**config.mk**
```make
export PLATFORM = sky130hd
export DESIGN_NAME = fbfla_ctrl
export DESIGN_NICKNAME = d
export VERILOG_FILES = /design/src/hw/rtl/fbfla_pkg.sv /design/src/hw/rtl/fbfla_ctrl.sv
export SDC_FILE = /design/constraint.sdc
export NUM_CORES = 1
export LEC_CHECK = 0
export ABC_CLOCK_PERIOD_IN_PS = 1200
export BUFFER_PORTS_ARGS = -buffer_cell sky130_fd_sc_hd__buf_4
export CAP_MARGIN = 20
export CELL_PAD_IN_SITES_DETAIL_PLACEMENT = 1
export CELL_PAD_IN_SITES_GLOBAL_PLACEMENT = 1
export CORE_AREA = 2 2 39 41
export DETAILED_ROUTE_END_ITERATION = 7
export DIE_AREA = 0 0 41 43
export PLACE_DENSITY = 0.71
export SYNTH_ARGS = -nofsm -noshare
export SYNTH_HDL_FRONTEND = slang
export SYNTH_SLANG_ARGS = --single-unit
```
**constraint.sdc**
```tcl
create_clock -name clk -period 1.2 [get_ports clk]
set_input_delay 0.18 -clock clk [delete_from_list [all_inputs] [get_ports clk]]
set_output_delay 0.18 -clock clk [all_outputs]
set_load 0.02 [all_outputs]
```
**src/hw/rtl/fbfla_pkg.sv**
```systemverilog
// package for the fixed block free list allocator
// widths, codes, control structs and the size alignment function
// no dependencies
`timescale 1ns / 1ps
`default_nettype none

package fbfla_pkg;

	localparam int MAX_BLOCKS = 1024;
	localparam int WORD_BYTES = 8;
	localparam int IDX_W      = $clog2(MAX_BLOCKS);
	localparam int CNT_W      = IDX_W + 1;
	localparam int OFF_W      = 20;
	localparam int SIZE_W     = 13;
	localparam int ASIZE_W    = SIZE_W + 1;
	localparam int POOL_W     = OFF_W + 1;
	localparam int CFG_W      = POOL_W;
	localparam int WB_SH      = $clog2(WORD_BYTES);
	localparam int DIV_CNT_W  = $clog2(OFF_W);

	localparam logic [OFF_W-1:0]  HDR_OFF    = OFF_W'(WORD_BYTES);
	localparam logic [POOL_W-1:0] POOL_LIMIT = POOL_W'(1) << OFF_W;
	localparam logic [CNT_W-1:0]  CNT_MAX    = CNT_W'(MAX_BLOCKS);

	typedef enum logic [1:0] {
		KIND_ALLOC  = 2'd0,
		KIND_FREE   = 2'd1,
		KIND_REINIT = 2'd2
	} kind_t;

	typedef enum logic {
		REG_UNIT_REQ = 1'b0,
		REG_POOL_LEN = 1'b1
	} reg_idx_t;

	typedef enum logic [2:0] {
		ST_IDLE,
		ST_DECODE,
		ST_DIV,
		ST_WALK,
		ST_FINISH
	} state_t;

	typedef struct packed {
		logic [OFF_W-1:0] off;
		logic [IDX_W-1:0] idx;
	} link_t;

	typedef struct packed {
		logic load;
		logic ram_rd;
		logic div_start;
		logic walk_init;
		logic walk_step;
		logic commit;
	} ctrl_cmd_t;

	typedef struct packed {
		logic [1:0] kind;
		logic       head_empty;
		logic       off_low;
		logic       div_done;
		logic       n_zero;
		logic       walk_last;
		logic       out_free;
	} dp_status_t;

	function automatic logic [ASIZE_W-1:0] align_size(input logic [SIZE_W-1:0] req);
		logic [ASIZE_W-1:0] t;
		t = {1'b0, req} + ASIZE_W'(WORD_BYTES - 1);
		if (req < SIZE_W'(WORD_BYTES)) begin
			return ASIZE_W'(WORD_BYTES);
		end
		return {t[ASIZE_W-1:WB_SH], WB_SH'(0)};
	endfunction

endpackage

`default_nettype wire

```
**src/hw/rtl/fbfla_ctrl.sv**
```systemverilog
// controller state machine sequencing alloc, free and reinitialize
// depends on fbfla_pkg
`timescale 1ns / 1ps
`default_nettype none

module fbfla_ctrl (
	input  wire logic                  clk,
	input  wire logic                  arst_n,
	input  wire logic                  in_valid,
	output logic                       in_ready,
	input  wire fbfla_pkg::dp_status_t status,
	output fbfla_pkg::ctrl_cmd_t       cmd
);

	fbfla_pkg::state_t state_q;
	fbfla_pkg::state_t state_d;

	always_ff @(posedge clk or negedge arst_n) begin
		if (!arst_n) begin
			state_q <= fbfla_pkg::ST_IDLE;
		end else begin
			state_q <= state_d;
		end
	end

	always_comb begin
		state_d  = state_q;
		cmd      = '0;
		in_ready = 1'b0;
		case (state_q)
			fbfla_pkg::ST_IDLE: begin
				in_ready = 1'b1;
				if (in_valid) begin
					cmd.load = 1'b1;
					state_d  = fbfla_pkg::ST_DECODE;
				end
			end
			fbfla_pkg::ST_DECODE: begin
				case (fbfla_pkg::kind_t'(status.kind))
					fbfla_pkg::KIND_ALLOC: begin
						cmd.ram_rd = !status.head_empty;
						state_d    = fbfla_pkg::ST_FINISH;
					end
					fbfla_pkg::KIND_FREE: begin
						if (status.off_low) begin
							state_d = fbfla_pkg::ST_FINISH;
						end else begin
							cmd.div_start = 1'b1;
							state_d       = fbfla_pkg::ST_DIV;
						end
					end
					fbfla_pkg::KIND_REINIT: begin
						cmd.div_start = 1'b1;
						state_d       = fbfla_pkg::ST_DIV;
					end
					default: state_d = fbfla_pkg::ST_FINISH;
				endcase
			end
			fbfla_pkg::ST_DIV: begin
				if (status.div_done) begin
					if (status.kind == fbfla_pkg::KIND_REINIT && !status.n_zero) begin
						cmd.walk_init = 1'b1;
						state_d       = fbfla_pkg::ST_WALK;
					end else begin
						state_d = fbfla_pkg::ST_FINISH;
					end
				end
			end
			fbfla_pkg::ST_WALK: begin
				cmd.walk_step = 1'b1;
				if (status.walk_last) begin
					state_d = fbfla_pkg::ST_FINISH;
				end
			end
			fbfla_pkg::ST_FINISH: begin
				if (status.out_free) begin
					cmd.commit = 1'b1;
					state_d    = fbfla_pkg::ST_IDLE;
				end
			end
			default: state_d = fbfla_pkg::ST_IDLE;
		endcase
	end

endmodule

`default_nettype wire

```
; Yosys cells after proc, flatten, opt, wreduce, memory -nomap -nowiden
; Cells that the tools add are included.
[word_totals]
rom_bits = 0
latchBits = 0
out_inout_bits = 7
mem_bits_rw = 0
elab_cells = 38
register_bits = 3
mem_count = 0
[classes]
magnitude_cmp = 0
n_reduce_logical = 6
n_shift = 0
n_addsub = 0
mux = 21
eq_ne = 10
n_mul = 0
n_bitwise = 0
div_mod_pow = 0
[op_table]
columns = op, count
row1 = 3-bit 2-to-1 mux, 6
row2 = 3-bit case mux with 5 select lines, 1
row3 = 1-bit 2-to-1 mux, 11
row4 = 2-bit inequality test (second input constant), 4
row5 = 3-bit by 2-bit equality test with 1-bit output (second input constant), 2
row6 = 3-bit case mux with 2 select lines, 1
row7 = 4-bit AND reduction, 1
row8 = 3-bit by 1-bit equality test with 1-bit output (second input constant), 1
row9 = 3-bit equality test (second input constant), 1
row10 = 3-bit zero test, 1
row11 = 2-bit by 1-bit equality test with 1-bit output (second input constant), 1
row12 = 2-bit equality test (second input constant), 1
row13 = 1-bit zero test, 2
row14 = 2-bit zero test, 1
row15 = 2-bit 2-to-1 mux, 1
row16 = 1-bit case mux with 2 select lines, 1
row17 = 1-bit logical AND, 1

; Depth between registers and ports, before layout
; Gate-level depths: netlist (run 1).
[logic_depth]
ltp_word = 5
mapped_depth = 6
mapped_depth_nobuf = 6

; Worst setup path after synthesis (run 1)
; No wires, ideal clock.
[synth_timing]
path_kind = flip-flop to output port
startpoint = reg state_q[1]
endpoint = out cmd[5] (netlist name)
arrival_time_ns = 1.367
setup_slack_ns = -0.347
stages_incl_launch_ff = 4
cell_sequence = dfrtp_1 > buf_2 > nor3_1 > and2_1
[synth_rtl]
columns = element, line_no
row1 = start: declaration, fbfla_ctrl.sv:15  ; fbfla_pkg::state_t state_q;
row2 = start signal: assignment, fbfla_ctrl.sv:20  ; state_q <= fbfla_pkg::ST_IDLE;
row3 = start signal: assignment, fbfla_ctrl.sv:22  ; state_q <= state_d;
row4 = end: declaration, fbfla_ctrl.sv:12  ; output fbfla_pkg::ctrl_cmd_t cmd

==> results of run 1 <==
[power groups by stage]
stage	clock [W]	combinational (W)	sequential, W
3_5_place_dp	0	0.000672	0.000213
6_report	0.000184	0.000892	0.000214
3_3_place_gp	0	0.000665	0.000211
5_1_grt	0.000204	0.000968	0.000221
2_1_floorplan	0	0.000483	0.000148
4_1_cts	0.000186	0.000792	0.000217
[final timing paths]
check                            from         end  slack [ps]  depth (start not counted)
max                        state_q[2]      cmd[2]        -220                          4
min                         status[0]  state_q[2]         140                          2
max reg2reg                state_q[0]  state_q[1]        -140                          5
min reg2reg                state_q[2]  state_q[2]         710                          3
max in group asynchronous      arst_n  state_q[0]         820                          2
min in group asynchronous      arst_n  state_q[0]         280                          2
[stage by stage]
step	TNS [ps]	utilization, %	setup WS [ps]
2_1_floorplan	-23.20	-	-23.20
3_3_place_gp	-260.3	41.14	-59.19
3_5_place_dp	-390.9	41.14	-76.91
4_1_cts	-1321	47.92	-219.0
5_1_grt	-2153	50.81	-286.3
6_report	-1540	50.81	-217.5
[what timing repair did]
action,in CTS,in global routing
endpoints found under the hold margin,3,0
gates resized for setup,7,6
buffers inserted,5,2
pin swaps,6,2
hold buffers,1,0
gates cloned,0,0
setup endpoints to repair,10,10
[cell usage in the layout, fill, tap and decap left out, types with 2 or more instances in the layout]
cell type	instances
nand2_1	5
and2_4	2
buf_4	27
o21ai_0	3
a21oi_1	2
ha_1	3
buf_6	5
inv_1	5
nor2_1	3
dfrtp_1	2
clkbuf_4	3
[cell type report]
| type | count | area [sq um] |
|---|---|---|
| Timing Repair Buffer | 33 | 269.0 |
| Tap cell | 16 | 20.02 |
| Inverter | 5 | 18.77 |
| Clock buffer | 4 | 26.28 |
| Multi-Input combinational cell | 35 | 292.8 |
| Fill cell | 174 | 680.7 |
| Sequential cell | 3 | 76.32 |
[per-layer routing]
| layer | share of wire (%) | global-route usage [%] |
|---|---|---|
| met2 | 51 | 25.00 |
| met1 | 43 | 21.75 |
| met5 | 0 | 0 |
| met3 | 4.6 | 4.712 |
| met4 | 1.4 | 2.000 |
[cells by family after synthesis]
kind of cell / count (synthesis)
AND/OR/NAND/NOR: 19
multiplexers: 1
buffers and inverters: 8
AO/OA/AOI/OAI: 12
flip-flops: 3
adder cells (fa/ha/maj): 3
==> run_results.csv, run 1 <==
group,metric,value,unit
cts,cts_tree,"done",
setup_path,crit_buf_inv,2,
detailed_routing,routed_wl,1286,microns
sta,clock_skew,1.405,ps
logic_synthesis,synth_cell_types,22,
logic_synthesis,synthAdderAreaFrac,10.68,%
cts,clk_pin_slew,40,ps
logic_synthesis,ys_seq_area_share,21.35,%
die,ios,18,
layout,reg_top3,"state_q x3",
cts,cts_root_buf,"clkbuf_4",
sta,rsz0062_at_grt,"yes",
power,combPwrFrac,69.2,%
placement,placed_area,569.3,sq um
setup_path,worst_ep_required_time,1020,ps
logic_synthesis,synth_top_family_by_area,"simple AND/OR/NAND/NOR gates",
setup_path,crit_arrival,1240,ps
grt,antenna_found_initial,0,
layout,drive_gt1_share,62.50,%
grt,grt_pass1_wl,1980,microns
layout,nets,95,
power,p_leak,0.3622,nW
sta,tightest_slew,263.0,ps
setup_path,critPathTopFamily,"flip-flops",
cts,numCtsBuffers,3,
cts,cts_buffer_depth,2,
die,die_y,43,microns
layout,fin_area,703.2,sq um
setup_path,cp_cell_sequence,"buf_6 -> nor2b_4 -> and3_4 -> buf_4",
logic_synthesis,syn-cell-area,351.6,sq um
placement,place_inst,84,
die,die-area,0.001763,sq mm
detailed_routing,vias_per_cell,4.781,
setup_path,slowest_stage,"dfrtp_1",
sta,min_period_over_period,118.1,%
logic_synthesis,synth_xor_area_share,0,%
die,fp.dieW,41,microns
power,seq_power_share,16.6,%
sta,hold_viol,0,
layout,regMostFlops,"state_q",
grt,grt.overflow.total,0,
grt,grt_max_degree,8,
sta,whs,139.7,ps
setup_path,cp-start-kind,"register",
setup_path,critPathCaptureType,"primary output",
power,p_switching,0.0005257,W
layout,syn2layout_area_growth,100.0,%
power,power,0.001290,W
setup_path,cp_max_fo,4,
power,pwr-share-clk,14.2,%
detailed_routing,drt_iter0_markers,8,
sta,finalSetupViolations,10,
logic_synthesis,yosys.area_share.simple,30.25,%
logic_synthesis,yosysWarnings,0,
die,rows,14,
status,violations,"negative setup slack",
layout,diodes,0,
sta,min_period,1417,ps
sta,slew_viol_final,0,
logic_synthesis,synth.avg_cell_area,7.643,sq um
logic_synthesis,synthTopCellsByArea,"dfrtp_1 21%, ha_1 11%, nand2_1 6.4%",
placement,io_buffers,17,
grt,grt_pass1_vias,475,
detailed_routing,drcViolationCount,0,
power,switching_share,40.74,%
logic_synthesis,ys_ff_latch,3,
setup_path,worst-setup-path-type,"reg -> out",
layout,largest_reg_flops,3,
detailed_routing,vias,459,
cts,cts_sinks,3,
logic_synthesis,synth_edf_count,0,
cts,htreeDepth,1,
detailed_routing,drtPass1Iterations,3,
logic_synthesis,synthMuxAreaShare,2.847,%
logic_synthesis,synth_top_area_cell,"dfrtp_1",
hold_path,hold_path.class,"in -> reg",
die,core,0.001384,sq mm
grt,gr-usage-all-layers,16.01,%
placement,hpwl,822.4,microns
cts,clock_latency,230,ps
logic_synthesis,async_flop_share,100.0,%
logic_synthesis,synthTopCellsByCount,"6 x nand2_1, 5 x inv_1, 4 x nor2_1",
layout,finalNonFillerCells,96,
logic_synthesis,synth_top_area_share,21.35,%
setup_path,slowest_delay,410,ps
sta,worst_slack,-217.5,ps
logic_synthesis,synth.most_common_cell,"nand2_1",
flow_run,maxCapViolCount,0,
placement,gp_congestion,0.7252,
die,initial_core_util,25.41,%
power,power_density,1835,mW/mm^2
logic_synthesis,synth_compound_area_share,23.49,%
power,max-vdd-ir-drop,0.6569,mV
power,p_int,0.0007647,W
logic_synthesis,synthCells,46,
logic_synthesis,syn_nets,60,
detailed_routing,final_antenna_net_count,0,
detailed_routing,wl_per_cell,13.40,microns
status,status,"finished with violations",
sta,max_slew_margin,82.12,%
sta,max_freq,705.5,MHz
logic_synthesis,ys.flop_type,"dfrtp_1",
(Power assumes the default switching activity.)
==> run 2: changes to the inputs <==
ABC_AREA = 1   (was unset)
ABC_CLOCK_PERIOD_IN_PS = 1800   (was 1200)
PLACE_DENSITY = 0.73   (was 0.71)
clock period = 1.8 ns   (was 1.2 ns; I/O delays follow)
==> run_results.csv, run 2 <==
group,metric,value,unit
status,status,"complete, no violations",
logic_synthesis,yosysWarnings,0,
logic_synthesis,synth_cell_types,9,
layout,fin_area,506.7,sq um
detailed_routing,vias,399,
setup_path,slowest_stage,"dfrtp_1",
setup_path,worst-setup-path-type,"reg -> out",
logic_synthesis,synth_top_area_share,24.42,%
flow_run,maxCapViolCount,0,
logic_synthesis,synth.avg_cell_area,5.566,sq um
sta,whs,304.6,ps
logic_synthesis,synth_edf_count,0,
power,power_density,1075,mW/mm^2
logic_synthesis,synthCells,58,
layout,nets,95,
setup_path,slowest_delay,370,ps
layout,finalNonFillerCells,96,
layout,largest_reg_flops,3,
logic_synthesis,syn-cell-area,322.8,sq um
layout,reg_top3,"state_q x3",
die,rows,14,
cts,htreeDepth,1,
logic_synthesis,ys_seq_area_share,23.26,%
detailed_routing,drcViolationCount,0,
setup_path,cp_cell_sequence,"inv_1 -> nand2_1 -> nor2_2 -> nand3_1 -> inv_1 -> buf_4",
hold_path,hold_depth,4,
layout,final_common_cell,"nand2_1",
layout,final-seq-area,75.07,sq um
cts,cts_sinks,3,
placement,placed_area,470.5,sq um
sta,finalSetupViolations,0,
logic_synthesis,synth.most_common_cell,"nand2_1",
setup_path,worst_ep_required_time,1530,ps
setup_path,critPathTopFamily,"flip-flops",
setup_path,critPathCaptureType,"primary output",
hold_path,hold-path-endpoint,"state_q[0]",
die,initial_core_util,23.33,%
setup_path,reg2reg_from,"state_q[1]",
setup_path,worstReg2RegEnd,"state_q[2]",
hold_path,hold_path.class,"in -> reg",
die,core,0.001384,sq mm
cts,cts_buffer_depth,2,
sta,hold_viol,0,
logic_synthesis,synthTopCellsByCount,"21 x nand2_1, 14 x inv_1, 8 x nor2_1",
cts,cts_root_buf,"clkbuf_4",
sta,min_period_over_period,86.34,%
grt,gr-usage-all-layers,12.08,%
logic_synthesis,async_flop_share,100.0,%
placement,place_inst,91,
power,p_leak,0.3293,nW
grt,grt_pass1_wl,1469,microns
detailed_routing,drtPass1Iterations,4,
sta,clock_skew,1.677,ps
die,fp.dieW,41,microns
detailed_routing,wl_per_cell,8.833,microns
detailed_routing,vias_per_cell,4.156,
grt,antenna_found_initial,0,
layout,drive_gt1_share,27.50,%
cts,clock_latency,230,ps
placement,io_buffers,17,
logic_synthesis,synth_top_area_cell,"nand2_1",
logic_synthesis,ys.flop_type,"dfrtp_1",
grt,grt_pass1_vias,372,
logic_synthesis,syn_nets,72,
setup_path,crit_buf_inv,3,
placement,gp_congestion,0.7324,
sta,slew_viol_final,0,
logic_synthesis,synthTopCellsByArea,"nand2_1 24%, dfrtp_1 23%, inv_1 16%",
layout,diodes,0,
power,max-vdd-ir-drop,0.3976,mV
setup_path,reg2reg_depth,6,
grt,grt_max_degree,7,
layout,num-fill-cells,193,
sta,max_freq,643.5,MHz
detailed_routing,final_antenna_net_count,0,
cts,numCtsBuffers,3,
detailed_routing,drt_iter0_markers,1,
sta,fin_tns_setup,0,ps
layout,final_cell_mix,"21 x nand2_1, 17 x buf_4, 14 x inv_1",
cts,cts_tree,"done",
hold_path,min_from,"status[1]",
layout,multi_input_area,195.2,sq um
placement,hpwl,749.7,microns
setup_path,crit_arrival,1280,ps
die,die-area,0.001763,sq mm
logic_synthesis,ys_ff_latch,3,
grt,grt.overflow.total,0,
cts,post-cts-setup-buffer-count,0,
sta,max_slew_margin,84.02,%
sta,rsz0062_at_grt,"no",
setup_path,cp_max_fo,6,
setup_path,cp-start-kind,"register",
cts,clk_pin_slew,30,ps
setup_path,crit_top_cell,"inv_1",
layout,syn2layout_area_growth,56.98,%
sta,min_period,1554,ps
die,die_y,43,microns
layout,regMostFlops,"state_q",
die,ios,18,
sta,tightest_slew,237.6,ps
detailed_routing,routed_wl,848,microns
setup_path,r2r_setup_slack,680,ps
## run 2: cell types whose count changed after synthesis, sizes merged, moves of 3 or more
| cell | delta |
|---|---|
| inv | +9 |
| nor2 | +6 |
| nand3 | +4 |
| nand2 | +15 |
| a21oi | -3 |
| buf | -3 |
## run 2: cell type report
cell class	count	share of cell area (%)
Clock buffer	4	5.185
Inverter	14	10.37
Multi-Input combinational cell	41	38.52
Sequential cell	3	14.81
Tap cell	16	3.951
Timing Repair Buffer	18	27.16
## run 2: how the worst max path moves through the flow
stage	slack, ps	start	endpoint	cells after the start
after floorplan	390	state_q[1]	cmd[0]	1
after global placement	410	status[6]	cmd[2]	8
after detailed placement	370	status[6]	cmd[2]	8
after CTS	220	state_q[2]	cmd[4]	6
after global routing	90	state_q[2]	cmd[4]	6
final	250	state_q[2]	cmd[3]	6
## run 2: power by group
part / internal (W) / switching [W] / total, W
combinational: 0.000119 / 0.000192 / 0.000310
clock: 0.0000828 / 0.0000302 / 0.000113
sequential: 0.0000924 / 0.0000290 / 0.000121
total: 0.000294 / 0.000251 / 0.000545
## run 2: logic make-up (layout without fill, tap and decap cells)
family,count (synthesis),in the layout,synth area share [%]
buf+inv,14,36,16.28
flops,3,3,23.26
simple gates,36,36,45.74
compound gates,2,2,3.101
fa+ha+maj,3,3,11.63
## run 2: timing repair
action,4_1_cts,5_1_grt
endpoints found under the setup margin,0,0
hold endpoints to repair,3,0
hold buffers,1,0
gates resized for setup,0,0
## run 2: stage by stage
stage | power [W] | utilization, % | setup WS (ps)
finish | 0.0005445 | 36.62 | 245.9
global route | 0.0006015 | 36.62 | 94.51
CTS | 0.0005547 | 36.62 | 222.4
detailed placement | 0.0004342 | 34.00 | 373.9
global placement | 0.0004294 | 34.00 | 405.4
floorplan | 0.0003174 | - | 391.6
## run 2: worst register-to-register path: stages, from the launching register on
cell,delay [ps]
dfrtp_1,420
nor2_1,200
nand3_1,120
nand2_1,90
nor2_2,50
nand2_1,70
nand2_1,50
## run 2: routing by layer
| layer | part of all wire [%] | track usage (%) | up-vias |
|---|---|---|---|
| li1 | - | - | 215 |
| met1 | 42 | 16.23 | 175 |
| met2 | 53 | 18.13 | 9 |
| met3 | 5.0 | 1.571 | 0 |
| met4 | 0 | 6.000 | 0 |
| met5 | 0 | 0 | - |
==> run 3: changes to the inputs <==
CTS_CLUSTER_DIAMETER = 120   (was unset)
GPL_TIMING_DRIVEN = 0   (was unset)
==> run_results.csv, run 3 (synthesis gave the netlist of run 2 again) <==
group,metric,value,unit
setup_path,worst_ep_required_time,1530,ps
cts,cts_sinks,3,
sta,max_freq,643.0,MHz
placement,gp_congestion,0.7779,
setup_path,critPathCaptureType,"primary output",
detailed_routing,drt_iter0_markers,2,
hold_path,hold_path.class,"in -> reg",
detailed_routing,vias_per_cell,4.208,
die,rows,14,
grt,gr-usage-all-layers,12.16,%
setup_path,cp_cell_sequence,"inv_1 -> nand2_1 -> nor2_2 -> nand2_1 -> nor2_1 -> buf_4",
power,switching_share,46.32,%
sta,finalSetupViolations,0,
die,die_y,43,microns
power,p_switching,0.0002540,W
layout,fin_area,506.7,sq um
power,p_leak,0.3293,nW
status,status,"complete, no violations",
detailed_routing,vias,404,
cts,cts_resized,0,
grt,antenna_found_initial,0,
sta,tightest_slew,225.9,ps
cts,cts_hold_buffers,1,
layout,regMostFlops,"state_q",
layout,diodes,0,
detailed_routing,final_antenna_net_count,0,
sta,rsz0062_at_grt,"no",
layout,reg_top3,"state_q x3",
cts,htreeDepth,1,
placement,io_buffers,17,
sta,hold_viol,0,
power,power,0.0005483,W
cts,cts_tree,"done",
die,initial_core_util,23.33,%
setup_path,slowest_delay,370,ps
grt,grt_pass1_wl,1428,microns
setup_path,crit_arrival,1290,ps
detailed_routing,routed_wl,879,microns
detailed_routing,drcViolationCount,0,
power,combPwrFrac,55.7,%
die,ios,18,
cts,clock_latency,240,ps
detailed_routing,wl_per_cell,9.156,microns
cts,cts_root_buf,"clkbuf_4",
cts,post-cts-setup-buffer-count,0,
placement,hpwl,749.3,microns
placement,placed_area,470.5,sq um
setup_path,cp_max_fo,6,
layout,final_cell_mix,"21 x nand2_1, 17 x buf_4, 14 x inv_1",
sta,max_slew_margin,84.80,%
flow_run,maxCapViolCount,0,
setup_path,worst-setup-path-type,"reg -> out",
layout,largest_reg_flops,3,
die,core,0.001384,sq mm
sta,clock_skew,8.553,ps
layout,nets,95,
power,pwr-share-clk,22.0,%
die,fp.dieW,41,microns
sta,slew_viol_final,0,
sta,min_period,1555,ps
grt,grt_max_degree,7,
setup_path,slowest_stage,"dfrtp_1",
sta,min_period_over_period,86.40,%
sta,fin_tns_setup,0,ps
grt,grt.overflow.total,0,
grt,grt_pass1_vias,362,
power,power_density,1082,mW/mm^2
cts,cts_buffer_depth,2,
cts,numCtsBuffers,3,
layout,syn2layout_area_growth,56.98,%
power,p_int,0.0002943,W
setup_path,crit_top_cell,"nand2_1",
detailed_routing,drtPass1Iterations,3,
layout,final_common_cell,"nand2_1",
layout,num-fill-cells,198,
cts,clk_pin_slew,40,ps
power,seq_power_share,22.2,%
setup_path,cp-start-kind,"register",
die,die-area,0.001763,sq mm
power,max-vdd-ir-drop,0.4261,mV
layout,drive_gt1_share,27.50,%
run 3: cell counts in the layout (fill, tap and decap cells not counted):
No cell type changed its count.
run 3: metal layers:
metal	up-vias	wire (microns)	GRT usage, %
met3	0	42	4.712
met5	-	0	0
li1	215	-	-
met2	9	427	17.50
met4	0	0	4.000
met1	180	409	16.13
run 3: per-stage QoR:
stage                     util (%)  hold slack [ps]  instances  worst slack (ps)
after detailed placement     34.00            62.96         91             326.8
after global placement       34.00            58.08         91             373.6
after CTS                    36.62            297.9         96             231.4
after global routing         36.62            319.1         96             101.9
after floorplan                  -           -25.59         58             391.6
final                        36.62            296.0         96             244.7
run 3: path summary, 6_finish.rpt:
| kind | endpoint | startpoint | cells past startpoint | slack [ps] |
|---|---|---|---|---|
| max | cmd[4] | state_q[2] | 6 | 240 |
| min | state_q[0] | status[1] | 4 | 300 |
| max reg2reg | state_q[0] | state_q[0] | 6 | 680 |
| min reg2reg | state_q[2] | state_q[2] | 2 | 540 |
| max in group asynchronous | state_q[0] | arst_n | 2 | 1340 |
| min in group asynchronous | state_q[2] | arst_n | 2 | 360 |
run 3: final cells by class:
| type | instances | area (sq um) | area share (%) |
|---|---|---|---|
| clock buffer | 4 | 26.28 | 5.185 |
| inverter | 14 | 52.55 | 10.37 |
| multi-input combinational | 41 | 195.2 | 38.52 |
| sequential | 3 | 75.07 | 14.81 |
| tap | 16 | 20.02 | 3.951 |
| timing repair buffer | 18 | 137.6 | 27.16 |
run 3: power groups by stage:
stage	combinational [W]	sequential (W)	clock (W)
3_3_place_gp	0.000303	0.000124	0
3_5_place_dp	0.000309	0.000122	0
4_1_cts	0.000312	0.000121	0.000123
5_1_grt	0.000350	0.000127	0.000132
2_1_floorplan	0.000203	0.000114	0
6_report	0.000305	0.000122	0.000121
run 3: worst max-delay path: cells and delay by family, from the launching register on:
| family | cells | cell delay (ps) |
|---|---|---|
| buf+inv | 2 | 300 |
| flops | 1 | 370 |
| simple gates | 4 | 380 |
